<file path="config.mk">
export PLATFORM = sky130hd
export DESIGN_NAME = token_context_classifier_top
export DESIGN_NICKNAME = d
export VERILOG_FILES = /design/src/design/tcc_pkg.sv /design/src/design/tcc_recog.sv /design/src/design/tcc_verdict.sv /design/src/design/token_context_classifier_top.sv
export SDC_FILE = /design/constraint.sdc
export NUM_CORES = 1
export LEC_CHECK = 0
export ABC_CLOCK_PERIOD_IN_PS = 3670
export BUFFER_PORTS_ARGS = -buffer_cell sky130_fd_sc_hd__buf_2
export CAP_MARGIN = 40
export CORE_MARGIN = 2
export CORE_UTILIZATION = 53
export CTS_CLUSTER_SIZE = 30
export DETAILED_ROUTE_END_ITERATION = 8
export GPL_ROUTABILITY_DRIVEN = 1
export PLACE_DENSITY = 0.79
export SYNTH_ARGS = -nofsm -noshare
export SYNTH_HDL_FRONTEND = slang
export SYNTH_SLANG_ARGS = --single-unit
</file>
<file path="constraint.sdc">
create_clock -name aclk -period 3.67 [get_ports aclk]
set_clock_uncertainty 0.15 [all_clocks]
set_input_delay 0.367 -clock aclk [delete_from_list [all_inputs] [get_ports aclk]]
set_output_delay 0.367 -clock aclk [all_outputs]
set_load 0.005 [all_outputs]
</file>
<file path="src/design/tcc_pkg.sv">
// ----------------------------------------------------------------------------
// tcc_pkg
// Shared types, character constants, reason codes and character class
// helpers for the token context classifier.
// ----------------------------------------------------------------------------
`default_nettype none

package tcc_pkg;

    // one unicode code point
    typedef logic [20:0] cp_t;

    // verdict reason codes
    typedef enum logic [3:0] {
        RSN_NONE    = 4'd0,
        RSN_CHORD   = 4'd1,
        RSN_URL     = 4'd2,
        RSN_EMAIL   = 4'd3,
        RSN_PATH    = 4'd4,
        RSN_IDENT   = 4'd5,
        RSN_VERHASH = 4'd6,
        RSN_SHELL   = 4'd7,
        RSN_BYPASS  = 4'd8
    } tcc_reason_t;

    // ascii characters used by the recognizers
    localparam cp_t CH_COLON  = 21'h3A;
    localparam cp_t CH_SLASH  = 21'h2F;
    localparam cp_t CH_BSLASH = 21'h5C;
    localparam cp_t CH_MINUS  = 21'h2D;
    localparam cp_t CH_DOLLAR = 21'h24;
    localparam cp_t CH_PCT    = 21'h25;
    localparam cp_t CH_EQUAL  = 21'h3D;
    localparam cp_t CH_AMP    = 21'h26;
    localparam cp_t CH_PIPE   = 21'h7C;
    localparam cp_t CH_AT     = 21'h40;
    localparam cp_t CH_DOT    = 21'h2E;
    localparam cp_t CH_UNDER  = 21'h5F;
    localparam cp_t CH_PLUS   = 21'h2B;
    localparam cp_t CH_LV     = 21'h76;
    localparam cp_t CH_UV     = 21'h56;
    localparam cp_t CH_LA     = 21'h61;
    localparam cp_t CH_LF     = 21'h66;
    localparam cp_t CH_LZ     = 21'h7A;
    localparam cp_t CH_UA     = 21'h41;
    localparam cp_t CH_UF     = 21'h46;
    localparam cp_t CH_UZ     = 21'h5A;
    localparam cp_t CH_D0     = 21'h30;
    localparam cp_t CH_D9     = 21'h39;
    localparam cp_t CASE_OFS  = 21'h20;

    // saturation limits
    localparam logic [2:0] LEN_MAX   = 3'd7;
    localparam logic [3:0] V6_GRP_MAX = 4'd9;
    localparam logic [2:0] V6_DIG_MAX = 3'd5;
    localparam logic [2:0] V6_DIG_OK  = 3'd4;
    localparam logic [3:0] V6_FULL    = 4'd8;
    localparam logic [1:0] DOTS_MAX   = 2'd2;
    localparam int         NUM_PFX    = 4;

    // ipv6 group tracker
    typedef struct packed {
        logic [3:0] grp;
        logic [2:0] dig;
        logic       comp;
        logic       pend;
        logic       fail;
    } tcc_v6_t;

    // identifier tracker
    typedef struct packed {
        logic ltr;
        logic dig;
        logic pun;
        logic trn;
        logic plo;
        logic pend;
        logic fail;
    } tcc_id_t;

    // version and hex tracker
    typedef struct packed {
        logic       vok;
        logic [1:0] dots;
        logic       vdig;
        logic       hok;
        logic       hdig;
        logic       hlet;
    } tcc_vh_t;

    // full recognizer state of one token
    typedef struct packed {
        logic [2:0]         len;
        cp_t                rc0;
        cp_t                rc1;
        logic [NUM_PFX-1:0] pfx;
        logic               url;
        logic               path;
        logic               shell;
        logic               em_at;
        logic               em_bad;
        tcc_v6_t            v6;
        tcc_id_t            id;
        tcc_vh_t            vh;
    } tcc_state_t;

    function automatic tcc_state_t reset_state();
        tcc_state_t s;
        s        = '0;
        s.pfx    = '1;
        s.vh.vok = 1'b1;
        s.vh.hok = 1'b1;
        return s;
    endfunction

    function automatic logic is_lower(input cp_t c);
        return (c >= CH_LA) && (c <= CH_LZ);
    endfunction

    function automatic logic is_upper(input cp_t c);
        return (c >= CH_UA) && (c <= CH_UZ);
    endfunction

    function automatic logic is_letter(input cp_t c);
        return is_lower(c) || is_upper(c);
    endfunction

    function automatic logic is_digit(input cp_t c);
        return (c >= CH_D0) && (c <= CH_D9);
    endfunction

    function automatic logic is_hex_letter(input cp_t c);
        return ((c >= CH_LA) && (c <= CH_LF)) || ((c >= CH_UA) && (c <= CH_UF));
    endfunction

    function automatic logic is_hex(input cp_t c);
        return is_digit(c) || is_hex_letter(c);
    endfunction

    function automatic cp_t to_lower(input cp_t c);
        return is_upper(c) ? c + CASE_OFS : c;
    endfunction

    // length of each url prefix: www. http: https: ftp:
    function automatic logic [2:0] prefix_len(input logic [1:0] p);
        logic [2:0] n;
        case (p)
            2'd0:    n = 3'd4;
            2'd1:    n = 3'd5;
            2'd2:    n = 3'd6;
            default: n = 3'd4;
        endcase
        return n;
    endfunction

    // character at position i of url prefix p
    function automatic cp_t prefix_char(input logic [1:0] p, input logic [2:0] i);
        logic [7:0] ch;
        ch = 8'h00;
        case (p)
            2'd0: begin
                case (i)
                    3'd0, 3'd1, 3'd2: ch = 8'h77;
                    3'd3:             ch = 8'h2E;
                    default:          ch = 8'h00;
                endcase
            end
            2'd1: begin
                case (i)
                    3'd0:       ch = 8'h68;
                    3'd1, 3'd2: ch = 8'h74;
                    3'd3:       ch = 8'h70;
                    3'd4:       ch = 8'h3A;
                    default:    ch = 8'h00;
                endcase
            end
            2'd2: begin
                case (i)
                    3'd0:       ch = 8'h68;
                    3'd1, 3'd2: ch = 8'h74;
                    3'd3:       ch = 8'h70;
                    3'd4:       ch = 8'h73;
                    3'd5:       ch = 8'h3A;
                    default:    ch = 8'h00;
                endcase
            end
            default: begin
                case (i)
                    3'd0:    ch = 8'h66;
                    3'd1:    ch = 8'h74;
                    3'd2:    ch = 8'h70;
                    3'd3:    ch = 8'h3A;
                    default: ch = 8'h00;
                endcase
            end
        endcase
        return 21'(ch);
    endfunction

endpackage

`default_nettype wire

</file>
<file path="src/design/tcc_recog.sv">
// ----------------------------------------------------------------------------
// tcc_recog
// Running recognizers: holds the per-token state and computes its update
// for the incoming code point. The state returns to reset after a verdict.
// ----------------------------------------------------------------------------
`default_nettype none

module tcc_recog (
    input  wire logic                aclk,
    input  wire logic                aresetn,
    input  wire logic                item_take,   // item accepted this cycle
    input  wire logic                item_end,    // item closes the token
    input  wire tcc_pkg::cp_t        code_point,
    output tcc_pkg::tcc_state_t      st_next      // state including this item
);

    tcc_pkg::tcc_state_t st_reg;

    // per-character update of every recognizer
    always_comb begin
        tcc_pkg::cp_t c;
        logic [2:0]   i;
        logic [3:0]   g;
        logic [2:0]   d;
        logic         comp;
        logic         pend;
        logic         fail;
        logic         done;

        c       = code_point;
        i       = st_reg.len;
        st_next = st_reg;
        g       = st_reg.v6.grp;
        d       = st_reg.v6.dig;
        comp    = st_reg.v6.comp;
        pend    = st_reg.v6.pend;
        fail    = 1'b0;
        done    = 1'b0;

        // url prefixes, case-insensitive
        for (int p = 0; p < tcc_pkg::NUM_PFX; p++) begin
            if ((i < tcc_pkg::prefix_len(2'(p))) &&
                (tcc_pkg::to_lower(c) != tcc_pkg::prefix_char(2'(p), i))) begin
                st_next.pfx[p] = 1'b0;
            end
        end

        // scheme separator, path and shell marks
        if ((st_reg.rc1 == tcc_pkg::CH_COLON) && (st_reg.rc0 == tcc_pkg::CH_SLASH) &&
            (c == tcc_pkg::CH_SLASH)) begin
            st_next.url = 1'b1;
        end
        if ((c == tcc_pkg::CH_SLASH) || (c == tcc_pkg::CH_BSLASH)) begin
            st_next.path = 1'b1;
        end
        if (((i == 3'd0) && ((c == tcc_pkg::CH_MINUS) || (c == tcc_pkg::CH_DOLLAR) ||
                             (c == tcc_pkg::CH_PCT))) ||
            (c == tcc_pkg::CH_EQUAL) ||
            ((st_reg.rc0 == tcc_pkg::CH_AMP) && (c == tcc_pkg::CH_AMP)) ||
            ((st_reg.rc0 == tcc_pkg::CH_PIPE) && (c == tcc_pkg::CH_PIPE))) begin
            st_next.shell = 1'b1;
        end

        // e-mail
        if (c == tcc_pkg::CH_AT) begin
            if (st_reg.em_at || (i == 3'd0)) begin
                st_next.em_bad = 1'b1;
            end
            st_next.em_at = 1'b1;
        end else if (!(tcc_pkg::is_letter(c) || tcc_pkg::is_digit(c) ||
                       (c == tcc_pkg::CH_DOT) || (c == tcc_pkg::CH_UNDER) ||
                       (c == tcc_pkg::CH_MINUS) || (c == tcc_pkg::CH_PLUS))) begin
            st_next.em_bad = 1'b1;
        end

        // ipv6 groups, colon pairs resolved one character late
        if (!st_reg.v6.fail) begin
            if (pend) begin
                pend = 1'b0;
                if (c == tcc_pkg::CH_COLON) begin
                    if (comp) begin
                        fail = 1'b1;
                    end
                    comp = 1'b1;
                    if (d != 3'd0) begin
                        if (g < tcc_pkg::V6_GRP_MAX) begin
                            g = g + 4'd1;
                        end
                        d = 3'd0;
                    end
                    done = 1'b1;
                end else begin
                    if (d == 3'd0) begin
                        fail = 1'b1;
                    end
                    if (g < tcc_pkg::V6_GRP_MAX) begin
                        g = g + 4'd1;
                    end
                    d = 3'd0;
                end
            end
            if (!done && !fail) begin
                if (tcc_pkg::is_hex(c)) begin
                    if (d < tcc_pkg::V6_DIG_MAX) begin
                        d = d + 3'd1;
                    end
                    if (d > tcc_pkg::V6_DIG_OK) begin
                        fail = 1'b1;
                    end
                end else if (c == tcc_pkg::CH_COLON) begin
                    pend = 1'b1;
                end else begin
                    fail = 1'b1;
                end
            end
            st_next.v6.grp  = g;
            st_next.v6.dig  = d;
            st_next.v6.comp = comp;
            st_next.v6.pend = pend;
            st_next.v6.fail = fail;
        end

        // identifier
        if (!st_reg.id.fail) begin
            if (st_reg.id.pend) begin
                st_next.id.pend = 1'b0;
                if (c == tcc_pkg::CH_COLON) begin
                    st_next.id.pun = 1'b1;
                end else begin
                    st_next.id.fail = 1'b1;
                end
            end else if (tcc_pkg::is_letter(c)) begin
                st_next.id.ltr = 1'b1;
                if (st_reg.id.plo && tcc_pkg::is_upper(c)) begin
                    st_next.id.trn = 1'b1;
                end
                st_next.id.plo = tcc_pkg::is_lower(c);
            end else begin
                st_next.id.plo = 1'b0;
                if (tcc_pkg::is_digit(c)) begin
                    st_next.id.dig = 1'b1;
                end else if (c == tcc_pkg::CH_UNDER) begin
                    st_next.id.pun = 1'b1;
                end else if (c == tcc_pkg::CH_COLON) begin
                    st_next.id.pend = 1'b1;
                end else begin
                    st_next.id.fail = 1'b1;
                end
            end
        end

        // version track skips a leading v
        if (!((i == 3'd0) && ((c == tcc_pkg::CH_LV) || (c == tcc_pkg::CH_UV))) &&
            st_reg.vh.vok) begin
            if (c == tcc_pkg::CH_DOT) begin
                if (st_reg.vh.dots < tcc_pkg::DOTS_MAX) begin
                    st_next.vh.dots = st_reg.vh.dots + 2'd1;
                end
            end else if (tcc_pkg::is_digit(c)) begin
                st_next.vh.vdig = 1'b1;
            end else begin
                st_next.vh.vok = 1'b0;
            end
        end

        // hex track
        if (!tcc_pkg::is_hex(c)) begin
            st_next.vh.hok = 1'b0;
        end
        if (tcc_pkg::is_digit(c)) begin
            st_next.vh.hdig = 1'b1;
        end
        if (tcc_pkg::is_hex_letter(c)) begin
            st_next.vh.hlet = 1'b1;
        end

        // history and length
        st_next.rc1 = st_reg.rc0;
        st_next.rc0 = c;
        if (i < tcc_pkg::LEN_MAX) begin
            st_next.len = i + 3'd1;
        end
    end

    // token state register
    always_ff @(posedge aclk) begin
        if (!aresetn) begin
            st_reg <= tcc_pkg::reset_state();
        end else if (item_take) begin
            if (item_end) begin
                st_reg <= tcc_pkg::reset_state();
            end else begin
                st_reg <= st_next;
            end
        end
    end

endmodule

`default_nettype wire

</file>
<file path="src/design/tcc_verdict.sv">
// ----------------------------------------------------------------------------
// tcc_verdict
// Turns the final recognizer state into a reason code, checking the reasons
// in their fixed priority.
// ----------------------------------------------------------------------------
`default_nettype none

module tcc_verdict (
    input  wire tcc_pkg::tcc_state_t st,
    input  wire logic             empty_token,
    input  wire logic             chord_held,
    input  wire logic             app_bypass,
    output tcc_pkg::tcc_reason_t  reason
);

    logic url;
    logic v6;
    logic version;
    logic hex;
    logic vh;
    logic ident;

    // url: scheme separator or a complete prefix
    always_comb begin
        url = st.url;
        for (int p = 0; p < tcc_pkg::NUM_PFX; p++) begin
            if (st.pfx[p] && (st.len >= tcc_pkg::prefix_len(2'(p)))) begin
                url = 1'b1;
            end
        end
    end

    // ipv6: close a pending single colon, then count groups
    always_comb begin
        logic [3:0] g;
        logic [2:0] d;
        logic       fail;
        logic       grp_ok;

        g    = st.v6.grp;
        d    = st.v6.dig;
        fail = st.v6.fail;
        if (!fail && st.v6.pend) begin
            if (d == 3'd0) begin
                fail = 1'b1;
            end
            if (g < tcc_pkg::V6_GRP_MAX) begin
                g = g + 4'd1;
            end
            d = 3'd0;
        end
        grp_ok = 1'b1;
        if (d != 3'd0) begin
            if (g < tcc_pkg::V6_GRP_MAX) begin
                g = g + 4'd1;
            end
        end else if (!st.v6.comp || (st.rc0 != tcc_pkg::CH_COLON) ||
                     (st.rc1 != tcc_pkg::CH_COLON)) begin
            grp_ok = 1'b0;
        end
        v6 = !fail && (st.len >= 3'd2) && grp_ok &&
             (st.v6.comp ? (g < tcc_pkg::V6_FULL) : (g == tcc_pkg::V6_FULL));
    end

    // version, hash and identifier
    assign version = st.vh.vok && st.vh.vdig && (st.vh.dots >= tcc_pkg::DOTS_MAX);
    assign hex     = (st.len >= tcc_pkg::LEN_MAX) && st.vh.hok && st.vh.hdig && st.vh.hlet;
    assign vh      = v6 || version || hex;
    assign ident   = !v6 && !st.id.fail && !st.id.pend &&
                     (st.id.pun || st.id.trn || (st.id.ltr && st.id.dig && !vh));

    // priority encode
    always_comb begin
        if (chord_held) begin
            reason = tcc_pkg::RSN_CHORD;
        end else if (empty_token) begin
            reason = tcc_pkg::RSN_NONE;
        end else if (url) begin
            reason = tcc_pkg::RSN_URL;
        end else if (st.em_at && !st.em_bad) begin
            reason = tcc_pkg::RSN_EMAIL;
        end else if (st.path) begin
            reason = tcc_pkg::RSN_PATH;
        end else if (ident) begin
            reason = tcc_pkg::RSN_IDENT;
        end else if (vh) begin
            reason = tcc_pkg::RSN_VERHASH;
        end else if (st.shell) begin
            reason = tcc_pkg::RSN_SHELL;
        end else begin
            reason = tcc_pkg::RSN_NONE;
        end
        if ((reason == tcc_pkg::RSN_NONE) && app_bypass) begin
            reason = tcc_pkg::RSN_BYPASS;
        end
    end

endmodule

`default_nettype wire

</file>
<file path="src/design/token_context_classifier_top.sv">
// ----------------------------------------------------------------------------
// token_context_classifier_top
// Classifies a token fed one code point per item and returns one verdict
// item per token.
// ----------------------------------------------------------------------------
// The block takes one item per clock. Every item updates the token state
// register in the cycle it is accepted; the item that carries tlast (or the
// empty-token flag in tuser) produces its verdict in the result register, so
// the verdict appears on the m_ side in the cycle after the item is accepted.
// Throughput is one item per cycle, set by the single state register loop;
// s_tready only drops in reset or while a verdict waits and m_tready is low.
// Modifier chord and application bypass come from the item ending the token.
`default_nettype none

module token_context_classifier_top (
    input  wire logic        aclk,
    input  wire logic        aresetn,
    input  wire logic        s_tvalid,
    output logic             s_tready,
    input  wire logic [23:0] s_tdata,   // [20:0] code_point, [21] chord_held,
                                        // [22] app_bypass, [23] zero
    input  wire logic        s_tlast,   // last_char
    input  wire logic        s_tuser,   // [0] empty_token
    output logic             m_tvalid,
    input  wire logic        m_tready,
    output logic [7:0]       m_tdata    // [0] allowed, [4:1] reason_code, [7:5] zero
);

    tcc_pkg::tcc_state_t  st_next;
    tcc_pkg::tcc_reason_t reason;
    logic                 item_take;
    logic                 item_end;
    logic                 out_valid_reg;
    logic                 out_valid_next;
    logic [3:0]           out_reason_reg;

    // input handshake
    assign s_tready  = aresetn && (!out_valid_reg || m_tready);
    assign item_take = s_tvalid && s_tready;
    assign item_end  = s_tlast || s_tuser;

    tcc_recog u_recog (
        .aclk       (aclk),
        .aresetn    (aresetn),
        .item_take  (item_take),
        .item_end   (item_end),
        .code_point (s_tdata[20:0]),
        .st_next    (st_next)
    );

    tcc_verdict u_verdict (
        .st          (st_next),
        .empty_token (s_tuser),
        .chord_held  (s_tdata[21]),
        .app_bypass  (s_tdata[22]),
        .reason      (reason)
    );

    // result register valid
    always_comb begin
        out_valid_next = out_valid_reg;
        if (item_take && item_end) begin
            out_valid_next = 1'b1;
        end else if (m_tready) begin
            out_valid_next = 1'b0;
        end
    end

    always_ff @(posedge aclk) begin
        if (!aresetn) begin
            out_valid_reg <= 1'b0;
        end else begin
            out_valid_reg <= out_valid_next;
        end
    end

    // result register payload
    always_ff @(posedge aclk) begin
        if (item_take && item_end) begin
            out_reason_reg <= reason;
        end
    end

    assign m_tvalid = out_valid_reg;
    assign m_tdata  = {3'b000, out_reason_reg, (out_reason_reg == tcc_pkg::RSN_NONE)};

endmodule

`default_nettype wire

</file>
Yosys cells after proc, flatten, opt, wreduce, memory -nomap -nowiden. Index checks and enable logic that the tools add are counted.

Bits in latches: 0. Input port bits: 30. ROM bits: 0. Memories: 0. Word-level logic and storage cells: 283. Bits in writable memories: 0. Output and inout bits: 10. Bits in registers: 83.

Shift operators: 0. Muxes and demuxes: 101. Add/sub/neg operators: 7. Order comparisons: 25. Multiply operators: 0. Bitwise operators: 0. Equal/unequal tests: 33. Divide/modulo/power cells: 0. Reductions and logical operators: 88.

Operator list (number): == test 21 x 6 -> 1 bit (second input constant) (12); == test 21 x 7 -> 1 bit (second input constant) (7); <= comparator 21 x 7 -> 1 bit (second input constant) (4); != test 21 x 7 -> 1 bit (4); 2-to-1 mux 78 bit (1); 2-to-1 mux 4 bit (16); case mux 7 bit (4 select lines) (2); 2-to-1 mux 1 bit (55); >= comparator 21 x 7 -> 1 bit (second input constant) (2); != test 21 x 6 -> 1 bit (second input constant) (2); logical AND 1 bit (41); 2-to-1 mux 3 bit (13); case mux 7 bit (5 select lines) (1); logical OR 1 bit (24); adder 21 x 6 -> 21 bit (second input constant) (1); >= comparator 21 x 6 -> 1 bit (second input constant) (1); <= comparator 21 x 6 -> 1 bit (second input constant) (1); 2-to-1 mux 21 bit (1); 2-to-1 mux 2 bit (9); < comparator 4 bit (second input constant) (4); < comparator 3 bit (second input constant) (5); case mux 7 bit (2 select lines) (1); adder 4 x 1 -> 4 bit (second input constant) (3); >= comparator 3 bit (second input constant) (4); 21 further kinds (40).

Longest topological paths before layout. Gate-level depths: netlist of run 1.

Depth in word-level cells: 38. Gate-level depth with buffers: 14. Depth with buffers taken out: 12.

Cells and area by module. From an unflattened synthesis of run 1, not the netlist that was laid out.

Cell total of the unflattened synthesis: 789. Area total of the unflattened synthesis: 5955.7 µm².

Modules (own cells, without submodules): tcc_recog (area each 5240.0 µm², cells an instance 702, seq. area each 1561.5 µm², times used 1); tcc_verdict (area each 483.0 µm², cells an instance 69, seq. area each 0.0 µm², times used 1); token_context_classifier_top (area each 232.7 µm², cells an instance 18, seq. area each 140.1 µm², times used 1).

Worst setup path after synthesis of run 1. No wires, ideal clock.

Kind: input -> register. From: input s_tdata[5]. To: register out_reason_reg[0] (data pin). Path buffers: 1. Slack: -0.154 ns. Stages on the path: 13. Data required time: 3.254 ns. Arrival: 3.408 ns. Setup time: 0.266 ns. Cell sequence: clkbuf_1 -> inv_1 -> ha_1 -> nor3b_1 -> a41oi_1 -> a2111oi_4 -> mux2_2 -> a2111oi_2 -> a211oi_1 -> o221ai_1 -> nor2_1 -> a31oi_1 -> o31ai_1.

Cells in the longest elaborated chain, start to end: 37. Elaborated cells on any way between the ends: 196. Those cells by class: add/sub: 4; order compare: 14; eq/ne: 21; mux: 85; reduce/logical: 72.

Ends and longest elaborated chain: from (decl) (RTL line token_context_classifier_top.sv:20) `input wire logic [23:0] s_tdata,`; == test 21 x 6 -> 1 bit; 2-to-1 mux 3 bit (RTL line tcc_recog.sv:80) `if (c == tcc_pkg::CH_COLON) begin`; 2-to-1 mux 3 bit (RTL line tcc_recog.sv:78) `if (pend) begin`; 2-to-1 mux 3 bit (RTL line tcc_recog.sv:77) `if (!st_reg.v6.fail) begin`; adder 3 x 1 -> 3 bit or < comparator 3 bit (tied branches) (RTL line tcc_recog.sv:105, tcc_recog.sv:104); 2-to-1 mux 3 bit (RTL line tcc_recog.sv:104) `if (d < tcc_pkg::V6_DIG_MAX) begin`; 2-to-1 mux 3 bit (RTL line tcc_recog.sv:103) `if (tcc_pkg::is_hex(c)) begin`; 2-to-1 mux 3 bit (RTL line tcc_recog.sv:102) `if (!done && !fail) begin`; (+21 left out); 2-to-1 mux 4 bit (RTL line tcc_verdict.sv:84) `end else if (ident) begin`; 2-to-1 mux 4 bit (RTL line tcc_verdict.sv:82) `end else if (st.path) begin`; 2-to-1 mux 4 bit (RTL line tcc_verdict.sv:80) `end else if (st.em_at && !st.em_bad) begin`; 2-to-1 mux 4 bit (*) (RTL line tcc_verdict.sv:78) `end else if (url) begin`; 2-to-1 mux 4 bit (*) (RTL line tcc_verdict.sv:76) `end else if (empty_token) begin`; 2-to-1 mux 4 bit (*) (RTL line tcc_verdict.sv:74) `if (chord_held) begin`; logical NOT 4 bit (RTL line tcc_verdict.sv:93) `if ((reason == tcc_pkg::RSN_NONE) && app_bypass) begin`; logical AND 1 bit (RTL line tcc_verdict.sv:93); to (signal assigned) (RTL line token_context_classifier_top.sv:80) `out_reason_reg <= reason;`; to (decl) (RTL line token_context_classifier_top.sv:35) `logic [3:0] out_reason_reg;`.

Mark *: on every way between the ends. The rest lies on a longest branch, timed or not. The select of a mux whose other input is x is not followed. A chain may end at the register's enable or synchronous reset.

Final worst setup path of run 1.
From: input s_tdata[19]. To: register out_reason_reg[0] (data pin).

Same word-level chain as after synthesis.

==> results_dict.tcl, run 1 <==
set metrics [dict create \
    overflow 0 \
    synth_ff_type "dfxtp_1" \
    worstSkewPairLatency_ns 0.37 \
    largest_register_ffs 57 \
    fillers 878 \
    final_cell_area_mm2 0.00678 \
    clk_path_buf_depth 2 \
    cp.required_ns 3.63 \
    start_util_pct 54.3 \
    worstSetupPathType "in2reg" \
    async_reset_ff_share_pct 0 \
    setup_ws_ns 0.107 \
    netlist_instances 698 \
    dp_slack_ns -0.378 \
    ys_types 84 \
    powerDensity_mw_per_mm2 283 \
    track_usage_pct 29.4 \
    synth.avg_cell_area_um2 7.96 \
    cts_made_buffers 9 \
    outcome "finished clean" \
    crit_path_end_kind "flip-flop" \
    syn_area_mm2 0.00555 \
    cp_max_fo 4 \
    cts_tree "yes" \
    synth_common_cells "dfxtp_1, nor2b_1, nand2_1" \
    hold_viol_final 0 \
    clk_pin_slew_ns 0.09 \
    route.detailed.drc 0 \
    grt_pass1_vias 5638 \
    antenna_left 0 \
    slew_headroom_pct 57.7 \
    die_x_um 106 \
    io_pins 40 \
    grt_pass1_wl_um 26900 \
    place_area_mm2 0.00646 \
    routed_via_density 6.38 \
    rows 37 \
    grt_max_degree 60 \
    fp.dieH_um 106 \
    arrival_ns 3.53 \
    drtIter0Drc 513 \
    drive_gt1_share_pct 23.8 \
    yosysTopAreaCell "dfxtp_1" \
    cellLeakagePower_uw 0.00253 \
    fin_nets 839 \
    min_period_over_period_pct 97.1 \
    diodes 0 \
    dpl.hpwl_um 12100 \
    yosys-top-cells-area "dfxtp_1, nor2b_1, a22oi_1" \
    wire_per_inst_um 17.9 \
    yosysMostFrequentCell "dfxtp_1" \
    multi_input_area_mm2 0.00370 \
    first_pass_iters 7 \
    synth_top_area_share_pct 28.5 \
    timing.final.crit_period_ns 3.56 \
    ctsRootBufferMaster "clkbuf_8" \
    ys_ff_latch 83 \
    drt-total-wl_um 16700 \
    h-tree-depth 3 \
    seq_area_frac_synth_pct 30.6 \
    ys.warnings.count 0 \
    peakVddDrop_mv 0.276 \
    ff_latch_area_mm2 0.00170 \
    postCtsHoldBufs 0 \
    io_buffers 35 \
    worst_setup_path_start_kind "input pin" \
    die-area_mm2 0.0113 \
    vias 5968 \
    fp.coreArea_mm2 0.0102 \
    hold_path_class "in2reg" \
    whs_ns 0.163 \
    synth_enable_flop_cells 4 \
    maxSlewViolCount 0 \
    worst_slew_pin_slew_ns 0.634 \
    maxCapViolCount 0 \
    antenna_found_initial 0 \
    gp_congestion 0.960 \
    area_growth_pct 22.1 \
    fmax_mhz 281 \
    clkSinkCount 83 \
    setup_viol 0 \
]
-- cells by family after synthesis --
group           share of synthesized area, %
compound gates                          27.1
xor+xnor                                1.89
fa+ha+maj                               3.38
buf+inv                                 4.91
flops                                   30.6
mux                                     1.13
other cells                           0.0675
simple gates                            30.9
-- worst max-delay path, stage by stage --
cell       delay [ns]
buf_2            0.10
buf_4            0.12
nor4_1           0.40
buf_4            0.20
nand3_1          0.15
a2111oi_4        0.39
mux2_2           0.41
a2111oi_4        0.45
a211oi_1         0.17
o221ai_2         0.28
nor2_1           0.10
a31oi_1          0.25
o31ai_1          0.12
-- final cells by class --
cell class	instances	area share, %
multi-input combinational	548	54.6
sequential	83	25.1
timing repair buffer	131	13.4
tap	136	2.51
clock buffer	9	1.83
clock inverter	7	1.37
inverter	21	1.22
-- stage by stage --
step                      setup TNS (ns)  util [%]  total power, uW  std cells
after detailed placement           -1.06      63.1             1200        917
after global placement            -0.603      63.0             1200        916
after CTS                              0      65.3             1920        933
after global routing              -0.102      66.3             1980        935
after floorplan                        0         -             1100        700
final                                  0      66.3             1920        935
-- placed cells by master, fill, tap and decap left out, types with 16 or more instances in the layout --
master,n
a21oi_1,28
a22oi_1,48
a31oi_1,16
and2_1,16
buf_2,35
buf_4,95
dfxtp_1,78
inv_1,20
nand2_1,52
nor2_1,41
nor2b_1,64
nor3_1,23
o21ai_0,23
-- power breakdown --
part | switching, uW | leakage, uW | internal [uW] | total [uW]
clock | 394 | 0.000110 | 335 | 728
sequential | 10.7 | 0.000678 | 920 | 931
combinational | 153 | 0.00174 | 109 | 263
total | 558 | 0.00253 | 1360 | 1920
-- what timing repair did --
| action | in CTS | in global routing |
|---|---|---|
| setup endpoints to repair | 2 | 4 |
| buffers inserted | 0 | 2 |
| pin swaps | 0 | 6 |
| resized for setup | 2 | 20 |
-- layer usage --
metal	up-vias	global-route usage [%]	routed length, um
met4	0	12.1	459
met2	276	51.6	8250
met1	2830	36.3	6900
met3	52	3.62	1110
li1	2810	-	-
met5	-	0	0
-- path summary, 6_finish.rpt --
kind,startpoint,end,slack (ns),cells after the start
worst min register to register,u_recog.st_reg[29]$_SDFFE_PN1P_,u_recog.st_reg[29]$_SDFFE_PN1P_,0.31,2
worst min-delay path,m_tready,m_tvalid$_SDFFE_PN0P_,0.16,3
worst max-delay path,s_tdata[19],out_reason_reg[0]$_SDFFCE_PP0P_,0.11,13
worst max register to register,u_recog.st_reg[76]$_SDFFE_PN0P_,out_reason_reg[0]$_SDFFCE_PP0P_,0.12,12
(Power assumes the default switching activity.)
==> run 2, diff against run 1 <==
Settings changed: SETUP_SLACK_MARGIN set to 0.2.
==> run 2 against run 1 <==
  * Fmax up 4.0%
  * Die area unchanged
  * Flip-flop and latch count is the same
  * Via count fell by 0.20%
  * Sequential power about the same
  * Critical endpoint unchanged
==> results_dict.tcl, run 2 (synthesized netlist as in run 1, its figures left out) <==
set metrics [dict create \
    outcome "finished clean" \
    postCtsHoldBufs 0 \
    die-area_mm2 0.0113 \
    total_switching_power_uw 534 \
    grt_pass1_wl_um 26100 \
    grt_max_degree 59 \
    worst_slew_pin_slew_ns 0.635 \
    overflow 0 \
    drive_gt1_share_pct 27.2 \
    io_pins 40 \
    place_area_mm2 0.00636 \
    power_frac_seq_pct 49.4 \
    dpl.hpwl_um 12000 \
    maxCapViolCount 0 \
    cts_made_buffers 9 \
    cpPeakStageDelay_ns 0.56 \
    worstSkewPairLatency_ns 0.36 \
    clk_path_buf_depth 2 \
    worstSetupPathType "in2reg" \
    whs_ns 0.162 \
    fmax_mhz 292 \
    track_usage_pct 28.6 \
    layout_common_cells "buf_4, dfxtp_1, nor2b_1, nand2_1, a22oi_1" \
    largest_register_ffs 57 \
    crit_slowest_cell "or4_4" \
    cp_top_family "simple AND/OR/NAND/NOR gates" \
    pwr-share-clk_pct 36.2 \
    peakVddDrop_mv 0.239 \
    cts_tree "yes" \
    final_cell_area_mm2 0.00696 \
    hold_path_class "in2reg" \
    grt_pass1_vias 5447 \
    p_int_uw 1350 \
    switching_share_pct 28.4 \
    route.detailed.drc 0 \
    cp.required_ns 3.64 \
    maxSlewViolCount 0 \
    drt-total-wl_um 16700 \
    area_growth_pct 25.3 \
    slew_headroom_pct 57.4 \
    setup_viol 0 \
    ctsRootBufferMaster "clkbuf_8" \
    die_x_um 106 \
    first_pass_iters 5 \
    timing.final.crit_period_ns 3.43 \
    crit_path_end_kind "flip-flop" \
    gp_congestion 0.952 \
    min_period_over_period_pct 93.4 \
    final_common_cell "buf_4" \
    io_buffers 35 \
    worstPathCellList "buf_2, or4_4, or3_4, a221o_1, o211a_1, nand2_2, nand2_1, a31o_1, or4b_4, a211oi_2, o31ai_2" \
    combPwrFrac_pct 14.4 \
    cellLeakagePower_uw 0.00252 \
    cp_num_buf_inv 1 \
    hold_viol_final 0 \
    routed_via_density 6.41 \
    wire_per_inst_um 18.0 \
    h-tree-depth 3 \
    rsz0062_at_grt "no" \
    arrival_ns 3.39 \
    diodes 0 \
    worst_setup_path_start_kind "input pin" \
    fp.dieH_um 106 \
    cp_max_fo 4 \
    final_util_pct 68.0 \
    clkSinkCount 83 \
    powerDensity_mw_per_mm2 271 \
    antenna_left 0 \
    fin_nets 833 \
    start_util_pct 54.3 \
    clk_pin_slew_ns 0.09 \
    drtIter0Drc 515 \
    vias 5956 \
    rows 37 \
    antenna_found_initial 0 \
    fin_setup_tns_ns 0 \
    fp.coreArea_mm2 0.0102 \
]
==> run 2: cell count changes in the layout (fill, tap and decap cells not counted), sizes merged <==
cell      before  now
buf          131  125
clkinvlp       1    2
inv           25   22
clkinv         1    3
==> run 2: final timing paths <==
| path | endpoint | slack, ns | start | cells past startpoint |
|---|---|---|---|---|
| max | out_reason_reg[0]$_SDFFCE_PP0P_ | 0.24 | s_tdata[4] | 11 |
| min reg2reg | u_recog.st_reg[29]$_SDFFE_PN1P_ | 0.31 | u_recog.st_reg[29]$_SDFFE_PN1P_ | 2 |
| max reg2reg | out_reason_reg[0]$_SDFFCE_PP0P_ | 0.34 | u_recog.st_reg[76]$_SDFFE_PN0P_ | 12 |
| min | out_reason_reg[0]$_SDFFCE_PP0P_ | 0.16 | s_tdata[21] | 3 |
==> run 2: through the flow <==
step	power [uW]	worst slack, ns	std cells
6_report	1880	0.243	929
5_1_grt	1950	0.154	929
4_1_cts	1860	0.219	916
3_5_place_dp	1190	-0.153	900
3_3_place_gp	1180	-0.111	899
2_1_floorplan	1100	0.201	700
==> run 2: area by class of cell <==
class / count / area [um^2]
tap: 136 / 170
fill: 810 / 3270
sequential: 83 / 1700
clock buffer: 9 / 124
multi-input combinational: 548 / 3930
clock inverter: 7 / 76.3
timing repair buffer: 125 / 877
inverter: 21 / 82.6
==> run 2: worst reg2reg max path, delay by kind of cell (launching register included) <==
kind	cells	cell delay [ns]
XOR/XNOR	1	0.15
flip-flops	1	0.33
AND/OR/NAND/NOR	1	0.08
buffers and inverters	1	0.15
AO/OA/AOI/OAI	8	2.02
adder cells (fa/ha/maj)	1	0.21
==> run 2: repair_timing <==
action / 4_1_cts / 5_1_grt
buffers inserted: 0 / 13
gates cloned: 0 / 0
setup endpoints to repair: 3 / 4
resized for setup: 3 / 59
pin swaps: 2 / 25
==> run 2: per-layer routing <==
metal  GRT usage (%)  part of all wire, %  wire [um]  up-vias
met4            15.1                  3.9        649        0
met5               0                    0          0        -
met2            47.3                   48       8090      283
met1            36.0                   41       6890     2817
met3            4.11                  6.6       1110       61
li1                -                    -          -     2795
==> run 2: power by group through the flow <==
stage | sequential, uW | clock (uW) | combinational (uW)
floorplan | 949 | 0 | 150
global placement | 950 | 0 | 234
detailed placement | 951 | 0 | 242
CTS | 930 | 686 | 243
global route | 932 | 724 | 291
finish | 931 | 683 | 271
